===== src/hdl/radio_control_frame_parser_top_defines.svh =====
// Assertion macros shared by the frame parser RTL.
// Included by the top level; the bodies are empty when SYNTHESIS is defined.
`ifndef RADIO_CONTROL_FRAME_PARSER_TOP_DEFINES_SVH
`define RADIO_CONTROL_FRAME_PARSER_TOP_DEFINES_SVH
`ifndef SYNTHESIS
`define RCFP_ASSERT(lbl, clk, rst_n, prop) \
    lbl: assert property (@(posedge clk) disable iff (!rst_n) prop) \
        else $error("rcfp assertion failed");
`define RCFP_NEVER(lbl, clk, rst_n, expr) `RCFP_ASSERT(lbl, clk, rst_n, !(expr))
`else
`define RCFP_ASSERT(lbl, clk, rst_n, prop)
`define RCFP_NEVER(lbl, clk, rst_n, expr)
`endif
`endif


===== src/hdl/rcfp_pkg.sv =====
// Types, constants and the CRC-8 step for the radio control frame parser.
// No dependencies; used by rcfp_emit and radio_control_frame_parser_top.
package rcfp_pkg;

    localparam logic [7:0] SYNC_RESET    = 8'hC8;
    localparam logic [5:0] MAXLEN_RESET  = 6'd62;
    localparam logic [7:0] TYPE_CHANNELS = 8'h16;
    localparam logic [7:0] TYPE_LINK     = 8'h14;
    localparam logic [7:0] TYPE_ATTITUDE = 8'h1E;
    localparam logic [7:0] CRC_POLY      = 8'hD5;
    localparam logic [5:0] ATT_LEN       = 6'd8;

    localparam int CHANNEL_COUNT = 16;
    localparam int LINK_COUNT    = 10;
    localparam int ATT_COUNT     = 3;

    localparam logic [5:0] COL_ID    = 6'd0;
    localparam logic [5:0] COL_LEN   = 6'd1;
    localparam logic [5:0] COL_TYPE  = 6'd2;
    localparam logic [5:0] COL_CHECK = 6'd3;
    localparam logic [5:0] COL_CHAN  = 6'd4;
    localparam logic [5:0] COL_LINK  = 6'(4 + CHANNEL_COUNT);
    localparam logic [5:0] COL_ATT   = 6'(4 + CHANNEL_COUNT + LINK_COUNT);
    localparam logic [5:0] COL_FAIL  = 6'(4 + CHANNEL_COUNT + LINK_COUNT + ATT_COUNT);

    typedef enum logic [0:0] {
        CFG_SYNC   = 1'b0,
        CFG_MAXLEN = 1'b1
    } t_cfg_reg;

    typedef enum logic [1:0] {
        PH_HUNT,
        PH_LEN,
        PH_BODY
    } t_phase;

    typedef enum logic [1:0] {
        E_IDLE,
        E_RD,
        E_VAL,
        E_OUT
    } t_emit_state;

    typedef struct packed {
        logic       bank;
        logic [7:0] dev;
        logic [5:0] len;
        logic [7:0] ftype;
        logic [7:0] check;
        logic [31:0] fails;
    } t_frame_info;

    typedef struct packed {
        logic       en;
        logic       bank;
        logic [7:0] pos;
    } t_rd_req;

    function automatic logic [7:0] crc_step(input logic [7:0] c, input logic [7:0] b);
        logic [7:0] r;
        r = c ^ b;
        for (int k = 0; k < 8; k++) begin
            r = r[7] ? ((r << 1) ^ CRC_POLY) : (r << 1);
        end
        return r;
    endfunction

endpackage


===== src/hdl/rcfp_emit.sv =====
// Row emitter: reads a finished frame from the frame store and sends 34 columns.
// Depends on rcfp_pkg; the frame store read port lives in the top level.
module rcfp_emit (
    input  logic                 i_clk,
    input  logic                 i_rst_n,
    input  logic                 i_start,
    input  rcfp_pkg::t_frame_info i_info,
    output logic                 o_busy,
    output rcfp_pkg::t_rd_req    o_rd,
    input  logic [7:0]           i_rd_data,
    output logic                 o_m_tvalid,
    input  logic                 i_m_tready,
    output logic [39:0]          o_m_tdata,  // [5:0] column, [37:6] column_value, [39:38] zero
    output logic                 o_m_tlast
);

    rcfp_pkg::t_emit_state r_state, n_state;
    rcfp_pkg::t_frame_info r_info;
    logic [5:0]  r_col;
    logic [1:0]  r_rk;
    logic        r_ok;
    logic [7:0]  r_win [0:2];
    logic [7:0]  r_link [0:rcfp_pkg::LINK_COUNT-1];
    logic [15:0] r_att [0:rcfp_pkg::ATT_COUNT-1];
    logic        r_ovalid;
    logic        r_olast;
    logic [5:0]  r_ocol;
    logic [31:0] r_oval;

    logic [5:0]  ci, li, ai;
    logic [7:0]  bitpos, p, pos;
    logic [1:0]  need;
    logic        in_chan, in_link, in_att, pos_ok;
    logic [23:0] chan_w;
    logic [10:0] chan;
    logic [31:0] value;

    always_comb begin
        ci      = r_col - rcfp_pkg::COL_CHAN;
        li      = r_col - rcfp_pkg::COL_LINK;
        ai      = r_col - rcfp_pkg::COL_ATT;
        bitpos  = {4'b0, ci[3:0]} * 8'd11;
        in_chan = (r_col >= rcfp_pkg::COL_CHAN) && (r_col < rcfp_pkg::COL_LINK);
        in_link = (r_col >= rcfp_pkg::COL_LINK) && (r_col < rcfp_pkg::COL_ATT);
        in_att  = (r_col >= rcfp_pkg::COL_ATT) && (r_col < rcfp_pkg::COL_FAIL);
        need    = 2'd0;
        p       = 8'd0;
        if (in_chan && r_info.ftype == rcfp_pkg::TYPE_CHANNELS) begin
            need = 2'd3;
            p    = bitpos >> 3;
        end else if (in_link && r_info.ftype == rcfp_pkg::TYPE_LINK) begin
            need = 2'd1;
            p    = {2'b0, li};
        end else if (in_att && r_info.ftype == rcfp_pkg::TYPE_ATTITUDE) begin
            need = 2'd2;
            p    = {1'b0, ai, 1'b0};
        end
        pos     = p + {6'b0, r_rk} + 8'd1;
        pos_ok  = ({1'b0, pos} + 9'd1) < {3'b0, r_info.len};
        o_rd.en   = (r_state == rcfp_pkg::E_RD) && (r_rk < need);
        o_rd.bank = r_info.bank;
        o_rd.pos  = pos;
    end

    always_comb begin
        chan_w = {r_win[2], r_win[1], r_win[0]};
        chan   = 11'(chan_w >> bitpos[2:0]);
        priority if (r_col == rcfp_pkg::COL_ID) begin
            value = {24'b0, r_info.dev};
        end else if (r_col == rcfp_pkg::COL_LEN) begin
            value = {26'b0, r_info.len};
        end else if (r_col == rcfp_pkg::COL_TYPE) begin
            value = {24'b0, r_info.ftype};
        end else if (r_col == rcfp_pkg::COL_CHECK) begin
            value = {24'b0, r_info.check};
        end else if (in_chan) begin
            value = (r_info.ftype == rcfp_pkg::TYPE_CHANNELS) ? {21'b0, chan} : 32'd0;
        end else if (in_link) begin
            value = {24'b0, (r_info.ftype == rcfp_pkg::TYPE_LINK) ? r_win[0]
                                                                 : r_link[li[3:0]]};
        end else if (in_att) begin
            value = {16'b0, (r_info.ftype == rcfp_pkg::TYPE_ATTITUDE) ? {r_win[1], r_win[0]}
                                                                      : r_att[ai[1:0]]};
        end else begin
            value = r_info.fails;
        end
    end

    always_comb begin
        n_state = r_state;
        unique case (r_state)
            rcfp_pkg::E_IDLE: begin
                if (i_start) n_state = rcfp_pkg::E_RD;
            end
            rcfp_pkg::E_RD: begin
                if (r_rk == need) n_state = rcfp_pkg::E_VAL;
            end
            rcfp_pkg::E_VAL: begin
                n_state = rcfp_pkg::E_OUT;
            end
            rcfp_pkg::E_OUT: begin
                if (i_m_tready) begin
                    n_state = (r_col == rcfp_pkg::COL_FAIL) ? rcfp_pkg::E_IDLE : rcfp_pkg::E_RD;
                end
            end
            default: n_state = rcfp_pkg::E_IDLE;
        endcase
    end

    always_ff @(posedge i_clk) begin
        if (!i_rst_n) begin
            r_state  <= rcfp_pkg::E_IDLE;
            r_ovalid <= 1'b0;
            for (int i = 0; i < rcfp_pkg::LINK_COUNT; i++) r_link[i] <= 8'd0;
            for (int i = 0; i < rcfp_pkg::ATT_COUNT; i++) r_att[i] <= 16'd0;
        end else begin
            r_state <= n_state;
            if (r_state == rcfp_pkg::E_VAL) begin
                r_ovalid <= 1'b1;
                if (in_link && r_info.ftype == rcfp_pkg::TYPE_LINK) begin
                    r_link[li[3:0]] <= r_win[0];
                end
                if (in_att && r_info.ftype == rcfp_pkg::TYPE_ATTITUDE) begin
                    r_att[ai[1:0]] <= {r_win[1], r_win[0]};
                end
            end else if (r_state == rcfp_pkg::E_OUT && i_m_tready) begin
                r_ovalid <= 1'b0;
            end
        end
    end

    always_ff @(posedge i_clk) begin
        unique case (r_state)
            rcfp_pkg::E_IDLE: begin
                if (i_start) begin
                    r_info <= i_info;
                    r_col  <= 6'd0;
                    r_rk   <= 2'd0;
                end
            end
            rcfp_pkg::E_RD: begin
                r_rk <= r_rk + 2'd1;
                r_ok <= pos_ok;
                if (r_rk != 2'd0) r_win[r_rk - 2'd1] <= r_ok ? i_rd_data : 8'd0;
            end
            rcfp_pkg::E_VAL: begin
                r_ocol  <= r_col;
                r_oval  <= value;
                r_olast <= (r_col == rcfp_pkg::COL_FAIL);
            end
            rcfp_pkg::E_OUT: begin
                if (i_m_tready) begin
                    r_col <= r_col + 6'd1;
                    r_rk  <= 2'd0;
                end
            end
            default: ;
        endcase
    end

    assign o_busy     = (r_state != rcfp_pkg::E_IDLE);
    assign o_m_tvalid = r_ovalid;
    assign o_m_tdata  = {2'b0, r_oval, r_ocol};
    assign o_m_tlast  = r_olast;

endmodule


===== src/hdl/radio_control_frame_parser_top.sv =====
// Top level: sync hunt, length check, CRC-8 and the double-banked frame store.
// Depends on rcfp_pkg, rcfp_emit and radio_control_frame_parser_top_defines.svh.
// Input takes one byte per cycle; it stalls only on a check byte while a row is still out.
// A row of 34 columns starts once its check byte is taken; each column goes through E_RD
// (frame store reads), E_VAL and E_OUT. Reset is synchronous and active low; it clears
// the parser registers and FSM states but not the frame store; no clearing pass is needed.
`include "radio_control_frame_parser_top_defines.svh"
module radio_control_frame_parser_top #(
    parameter int FRAME_STORE_DEPTH = 64
) (
    input  logic        i_clk,
    input  logic        i_rst_n,
    input  logic        i_s_tvalid,
    output logic        o_s_tready,
    input  logic [7:0]  i_s_tdata,   // [7:0] rx_byte
    output logic        o_m_tvalid,
    input  logic        i_m_tready,
    output logic [39:0] o_m_tdata,   // [5:0] column, [37:6] column_value, [39:38] zero
    output logic        o_m_tlast,   // last
    input  logic        i_cfg_valid,
    output logic        o_cfg_ready,
    input  logic [0:0]  i_cfg_index,
    input  logic [7:0]  i_cfg_data
);

    localparam int AW = $clog2(FRAME_STORE_DEPTH);

    logic [7:0]  r_sync;
    logic [5:0]  r_maxlen;
    rcfp_pkg::t_phase r_phase, n_phase;
    logic [7:0]  r_dev;
    logic [5:0]  r_len;
    logic [5:0]  r_cnt;
    logic [7:0]  r_crc;
    logic [7:0]  r_type;
    logic        r_bank;
    logic [31:0] r_fails;
    logic [7:0]  mem [0:(2 << AW)-1];
    logic [7:0]  r_rd_data;
    logic        r_rd_in_range;

    logic [7:0]  b, idx8;
    logic        accept, last_byte, crc_ok, att_skip, start, emit_busy, len_bad;
    rcfp_pkg::t_frame_info info;
    rcfp_pkg::t_rd_req     rd;

    assign o_cfg_ready = 1'b1;
    assign b           = i_s_tdata;
    assign idx8        = {2'b0, r_cnt};
    assign accept      = i_s_tvalid && o_s_tready;
    assign last_byte   = (r_phase == rcfp_pkg::PH_BODY) &&
                         (({1'b0, r_cnt} + 7'd1) == {1'b0, r_len});
    assign o_s_tready  = !(last_byte && emit_busy);
    assign crc_ok      = (r_crc == b);
    assign att_skip    = (r_type == rcfp_pkg::TYPE_ATTITUDE) && (r_len != rcfp_pkg::ATT_LEN);
    assign start       = accept && last_byte && crc_ok && !att_skip;
    assign len_bad     = (b < 8'd2) || (b > {2'b0, r_maxlen});

    always_ff @(posedge i_clk) begin
        if (!i_rst_n) begin
            r_sync   <= rcfp_pkg::SYNC_RESET;
            r_maxlen <= rcfp_pkg::MAXLEN_RESET;
        end else if (i_cfg_valid) begin
            unique case (rcfp_pkg::t_cfg_reg'(i_cfg_index))
                rcfp_pkg::CFG_SYNC:   r_sync   <= i_cfg_data;
                rcfp_pkg::CFG_MAXLEN: r_maxlen <= i_cfg_data[5:0];
            endcase
        end
    end

    always_comb begin
        n_phase = r_phase;
        if (accept) begin
            unique case (r_phase)
                rcfp_pkg::PH_LEN: begin
                    n_phase = len_bad ? rcfp_pkg::PH_HUNT : rcfp_pkg::PH_BODY;
                end
                rcfp_pkg::PH_BODY: begin
                    if (last_byte) n_phase = rcfp_pkg::PH_HUNT;
                end
                default: begin
                    n_phase = (b == r_sync) ? rcfp_pkg::PH_LEN : rcfp_pkg::PH_HUNT;
                end
            endcase
        end
    end

    always_ff @(posedge i_clk) begin
        if (!i_rst_n) begin
            r_phase <= rcfp_pkg::PH_HUNT;
            r_dev   <= 8'd0;
            r_len   <= 6'd0;
            r_cnt   <= 6'd0;
            r_crc   <= 8'd0;
            r_type  <= 8'd0;
            r_bank  <= 1'b0;
            r_fails <= 32'd0;
        end else begin
            r_phase <= n_phase;
            if (accept) begin
                unique case (r_phase)
                    rcfp_pkg::PH_LEN: begin
                        if (!len_bad) begin
                            r_len <= b[5:0];
                            r_cnt <= 6'd0;
                            r_crc <= 8'd0;
                        end
                    end
                    rcfp_pkg::PH_BODY: begin
                        r_cnt <= r_cnt + 6'd1;
                        if (r_cnt == 6'd0) r_type <= b;
                        if (!last_byte) begin
                            r_crc <= rcfp_pkg::crc_step(r_crc, b);
                        end else if (!crc_ok && r_fails != 32'hFFFF_FFFF) begin
                            r_fails <= r_fails + 32'd1;
                        end
                        if (start) r_bank <= ~r_bank;
                    end
                    default: begin
                        if (b == r_sync) r_dev <= b;
                    end
                endcase
            end
        end
    end

    always_ff @(posedge i_clk) begin
        if (accept && r_phase == rcfp_pkg::PH_BODY && 32'(idx8) < FRAME_STORE_DEPTH) begin
            mem[{r_bank, idx8[AW-1:0]}] <= b;
        end
        if (rd.en) begin
            r_rd_data     <= mem[{rd.bank, rd.pos[AW-1:0]}];
            r_rd_in_range <= 32'(rd.pos) < FRAME_STORE_DEPTH;
        end
    end

    always_comb begin
        info.bank  = r_bank;
        info.dev   = r_dev;
        info.len   = r_len;
        info.ftype = r_type;
        info.check = b;
        info.fails = r_fails;
    end

    rcfp_emit u_emit (
        .i_clk      (i_clk),
        .i_rst_n    (i_rst_n),
        .i_start    (start),
        .i_info     (info),
        .o_busy     (emit_busy),
        .o_rd       (rd),
        .i_rd_data  (r_rd_in_range ? r_rd_data : 8'd0),
        .o_m_tvalid (o_m_tvalid),
        .i_m_tready (i_m_tready),
        .o_m_tdata  (o_m_tdata),
        .o_m_tlast  (o_m_tlast)
    );

    `RCFP_NEVER(a_start_when_busy, i_clk, i_rst_n, start && emit_busy)
    `RCFP_ASSERT(a_bank_flip, i_clk, i_rst_n, start |=> (r_bank != $past(r_bank)))
    `RCFP_ASSERT(a_last_col, i_clk, i_rst_n, (o_m_tvalid && o_m_tlast) |-> (o_m_tdata[5:0] == rcfp_pkg::COL_FAIL))
    `RCFP_ASSERT(a_cnt_in_len, i_clk, i_rst_n, (r_phase == rcfp_pkg::PH_BODY) |-> (r_cnt < r_len))

endmodule

===== config.mk =====
export PLATFORM = sky130hd
export DESIGN_NAME = radio_control_frame_parser_top
export DESIGN_NICKNAME = d
export VERILOG_FILES = /design/src/hdl/rcfp_pkg.sv /design/src/hdl/rcfp_emit.sv /design/src/hdl/radio_control_frame_parser_top.sv
export VERILOG_INCLUDE_DIRS = /design/src /design/src/hdl
export SDC_FILE = /design/constraint.sdc
export NUM_CORES = 2
export LEC_CHECK = 0
export ABC_AREA = 1
export BUFFER_PORTS_ARGS = -buffer_cell sky130_fd_sc_hd__clkbuf_2
export CORE_MARGIN = 2
export CORE_UTILIZATION = 58
export CTS_BUF_LIST = sky130_fd_sc_hd__clkbuf_8
export DETAILED_ROUTE_END_ITERATION = 8
export GPL_TIMING_DRIVEN = 0
export PLACE_DENSITY = 0.81
export SETUP_SLACK_MARGIN = 0.3
export SLEW_MARGIN = 20
export SYNTH_ARGS = -nofsm -noshare
export SYNTH_HDL_FRONTEND = slang
export SYNTH_HIERARCHICAL = 1
export SYNTH_SLANG_ARGS = --single-unit

===== constraint.sdc =====
create_clock -name i_clk -period 7.53 [get_ports i_clk]
set_input_delay 1.506 -clock i_clk [delete_from_list [all_inputs] [get_ports i_clk]]
set_output_delay 1.506 -clock i_clk [all_outputs]
set_load 0.05 [all_outputs]

==> results.md <==
* WP data required at 8.31 ns
* Power per cell area at 223 nW/µm²
* WP buf/inv at 13
* Clk pin slew, worst setup/hold paths at 0.07 ns
* Reg2Reg Launch Point: u_emit/r_col[2]
* Syn Std Cell Area at 61,600 µm²
* Unrepaired setup endpoints after global routing: false
* Worst skew pair latency at 0.99 ns
* DR vias at 48,200
* Final Skew at 0.0581 ns
* Fin cells at 7,315
* Ys Warns at 6
* DP Cell Count at 6,904
* Critical path class: reg -> reg
* Static Leak at 23.7 nW
* Worst hold slack at 0.425 ns
* All-layer global routing usage at 40.9%
* Avg WL per Cell at 30.6 µm
* Stages on worst setup path at 25
* Critical path's most frequent cell: inv_1
* Post-synthesis sequential area ratio at 68.9%
* Routed WL at 224,000 µm
* Worst rel slew slack at 14.2%
* Worst Setup SP: u_emit/r_col[2]
* HP Class: reg -> reg
* Core Footprint at 105,000 µm²
* Synthesized area per cell at 11.3 µm²
* Die Width at 330 µm
* Reg2Reg Setup Slack at 0.27 ns
* Number of global-route vias before repair at 44,900
* Setup crit start kind: flip-flop
* Final Hold Viols at 0
* Largest stage delay on the critical path at 0.75 ns
* First-pass GRT wire length at 311,000 µm
* Clock root buffer: clkbuf_8
* Crit path max-delay cell type: clkbuf_1
* CTS H-tree lvls at 4
* Standard-cell rows at 119
* Max Root-Sink Buffers at 3
* Fillers at 7,825
* Synth cell types at 58
* PnR worst setup slack at 0.270 ns
* Largest net degree at the start of global routing at 128
* Vias per inst at 6.60
* Die ar. at 109,000 µm²
* HPWL Detailed at 152,000 µm
* Gr ovfl total at 0
* Status: finished, final reports clean
* Tmin final at 7.26 ns
* Final Slew Violations at 0
* Clock Sinks at 1,442
* Post-synthesis cell count at 5,429
* Synth-to-layout area growth at 11.6%
* Routability Congestion at 1.08
* Crit. End Element: flip-flop
* Share of cells above drive strength 1 at 12.6%
* Achievable clock frequency at 0.138 GHz
* Yosys reg bits at 1,442
* Worst-path fanout max at 14
* VDD IR max at 0.238 mV
* Worst slack at placement at -1.51 ns
* I/O pins at 66
* Arrival time at the worst endpoint at 8.04 ns
* Setup TNS Final at 0 ns
* PortBufs at 62
* Total CTS buffers at 216
* Residual antenna-violating net count after detailed routing at 0
* Worst R2R End: r_rd_data[7]
* 1st-pass router iterations at 7
* NumNets Final at 5,808
* Fin crit share at 96.4%
* DR iter-0 viols at 8,652
* R2R depth at 25
* CTS tree: done
* Initial core utilization at 58.5%
* Remaining DRCs at 0
* WHS Path Cells at 0
* Layout Utilization at 65.3%
* Delay-heaviest family, CP: buffers and inverters
* Initial antenna violation count at 14
* Setup violators final at 0
* Worst slew pin tran at 1.28 ns
* Die height at 330 µm
* Critical Path Sink: r_rd_data[7]
* Max cap viols at 0
[synthesized netlist by cell type (all sizes together)]
| cell | instances | share of area [%] |
|---|---|---|
| a21oi | 121 | 1.0 |
| o221ai | 58 | 0.83 |
| nor3 | 36 | 0.34 |
| o31ai | 2 | 0.024 |
| o22ai | 269 | 2.7 |
| edfxtp | 1354 | 66 |
| inv | 250 | 1.5 |
| a211o | 1 | 0.014 |
| nand4 | 19 | 0.37 |
| xnor2 | 14 | 0.20 |
| nand3 | 214 | 1.8 |
| nor2 | 1180 | 7.4 |
| nor4 | 11 | 0.11 |
| or2 | 17 | 0.17 |
| o21ai | 806 | 6.6 |
| and3 | 2 | 0.028 |
| conb | 2 | 0.012 |
| buf | 87 | 0.80 |
| o211ai | 44 | 0.54 |
| nor3b | 1 | 0.012 |
| o21a | 6 | 0.073 |
| a21boi | 1 | 0.012 |
| a41oi | 1 | 0.014 |
| mux2i | 2 | 0.033 |
| a21o | 1 | 0.012 |
| clkbuf | 241 | 1.5 |
| a31oi | 2 | 0.020 |
| clkinv | 6 | 0.039 |
| and2 | 1 | 0.010 |
| a22oi | 2 | 0.024 |
| fa | 2 | 0.065 |
| ha | 51 | 1.0 |
| nand3b | 2 | 0.024 |
| xor2 | 45 | 0.66 |
| a211oi | 6 | 0.073 |
| nand2 | 484 | 3.1 |
| dfxtp | 88 | 2.9 |
[flip-flops by register name (all words and copies together) (netlist names), 2 cells and up]
signal / cells
r_phase: 2
r_cnt: 6
u_emit/r_oval: 32
r_len: 6
u_emit/r_win: 18
u_emit/r_col: 6
mem: 1024
u_emit/r_link: 128
u_emit/r_att: 64
r_fails: 32
r_maxlen: 6
u_emit/r_ocol: 6
r_sync: 8
r_crc: 8
u_emit/r_rk: 2
u_emit/r_state: 2
r_type: 8
r_dev: 8
r_rd_data: 8
u_emit/r_info: 62
[per-layer routing]
| metal | global-route usage (%) | routed length [µm] |
|---|---|---|
| met4 | 31.0 | 20800 |
| met2 | 61.2 | 97900 |
| met5 | 0.870 | 147 |
| met3 | 14.5 | 32000 |
| met1 | 48.7 | 72600 |
[where the power goes]
part / switching, mW / internal, mW
logic: 0.362 / 0.103
clock network: 3.13 / 2.92
registers: 0.0134 / 8.78
[cell families (layout without fill, tap and decap cells)]
group                      Yosys count  in the layout  synth area share, %
adders and majority gates           53             53                 1.10
buffers and inverters              584           1061                 3.84
xor gates and xnor gates            59             59                0.864
and+or+nand+nor                   1967           1967                 13.3
DFF                               1442           1442                 68.9
muxes                                2              2               0.0325
AOI/OAI and AO/OA                 1320           1320                 11.9
other                                2             20               0.0122
[final cells by class]
type / count / area, µm² / share of cell area, %
inverters: 256 / 975 / 1.42
plain buffers: 328 / 1580 / 2.30
repair buffers: 84 / 826 / 1.20
well taps: 1391 / 1740 / 2.53
clock buffers: 225 / 3100 / 4.51
clock inverters: 168 / 892 / 1.30
flip-flops and latches: 1442 / 42400 / 61.7
multi-input cells: 3405 / 17200 / 25.0
diodes: 16 / 40.0 / 0.0583
[per-stage QoR]
stage | area [µm²] | power [mW]
global placement | 63600 | 9.38
CTS | 68400 | 15.2
finish | 68700 | 15.3
detailed placement | 64200 | 9.39
floorplan | 61600 | 9.15
global route | 68700 | 15.6
[how the worst min path moves through the flow]
stage	start	end	slack, ns
finish	r_dev[3]	u_emit/r_info[57]	0.42
global route	r_dev[3]	u_emit/r_info[57]	0.43
CTS	r_dev[3]	u_emit/r_info[57]	0.43
detailed placement	r_len[2]	u_emit/r_info[50]	0.41
global placement	r_dev[2]	u_emit/r_info[56]	0.41
floorplan	r_len[2]	u_emit/r_info[50]	0.41
[placed cells by master (no fill, tap or decap), types with 9 or more instances in the layout]
cell,count
clkbuf_4,11
nand2_1,462
buf_4,17
clkinv_2,28
inv_1,306
nor2_2,66
clkbuf_1,136
inv_2,18
clkbuf_8,233
buf_16,11
diode_2,16
o211ai_1,44
nor3_1,31
o21ai_1,14
nor4_1,11
or2_2,17
o221ai_1,42
nor2_1,1105
o22ai_1,260
nand3_1,205
o221ai_2,16
dfxtp_1,88
xnor2_1,14
clkbuf_2,145
nand4_1,11
clkinv_1,48
a21oi_1,119
nand2_2,20
xor2_1,42
ha_1,50
o21ai_0,782
edfxtp_1,1354
buf_2,61
o22ai_2,9
[timing repair]
item,in CTS,in global routing
setup endpoints to repair,9,8
buffers inserted,1,0
endpoints found under the hold margin,0,0
gates resized for setup,108,145
hold buffers,0,0
pin swaps,0,1
Power figures use the tool's default switching activity.
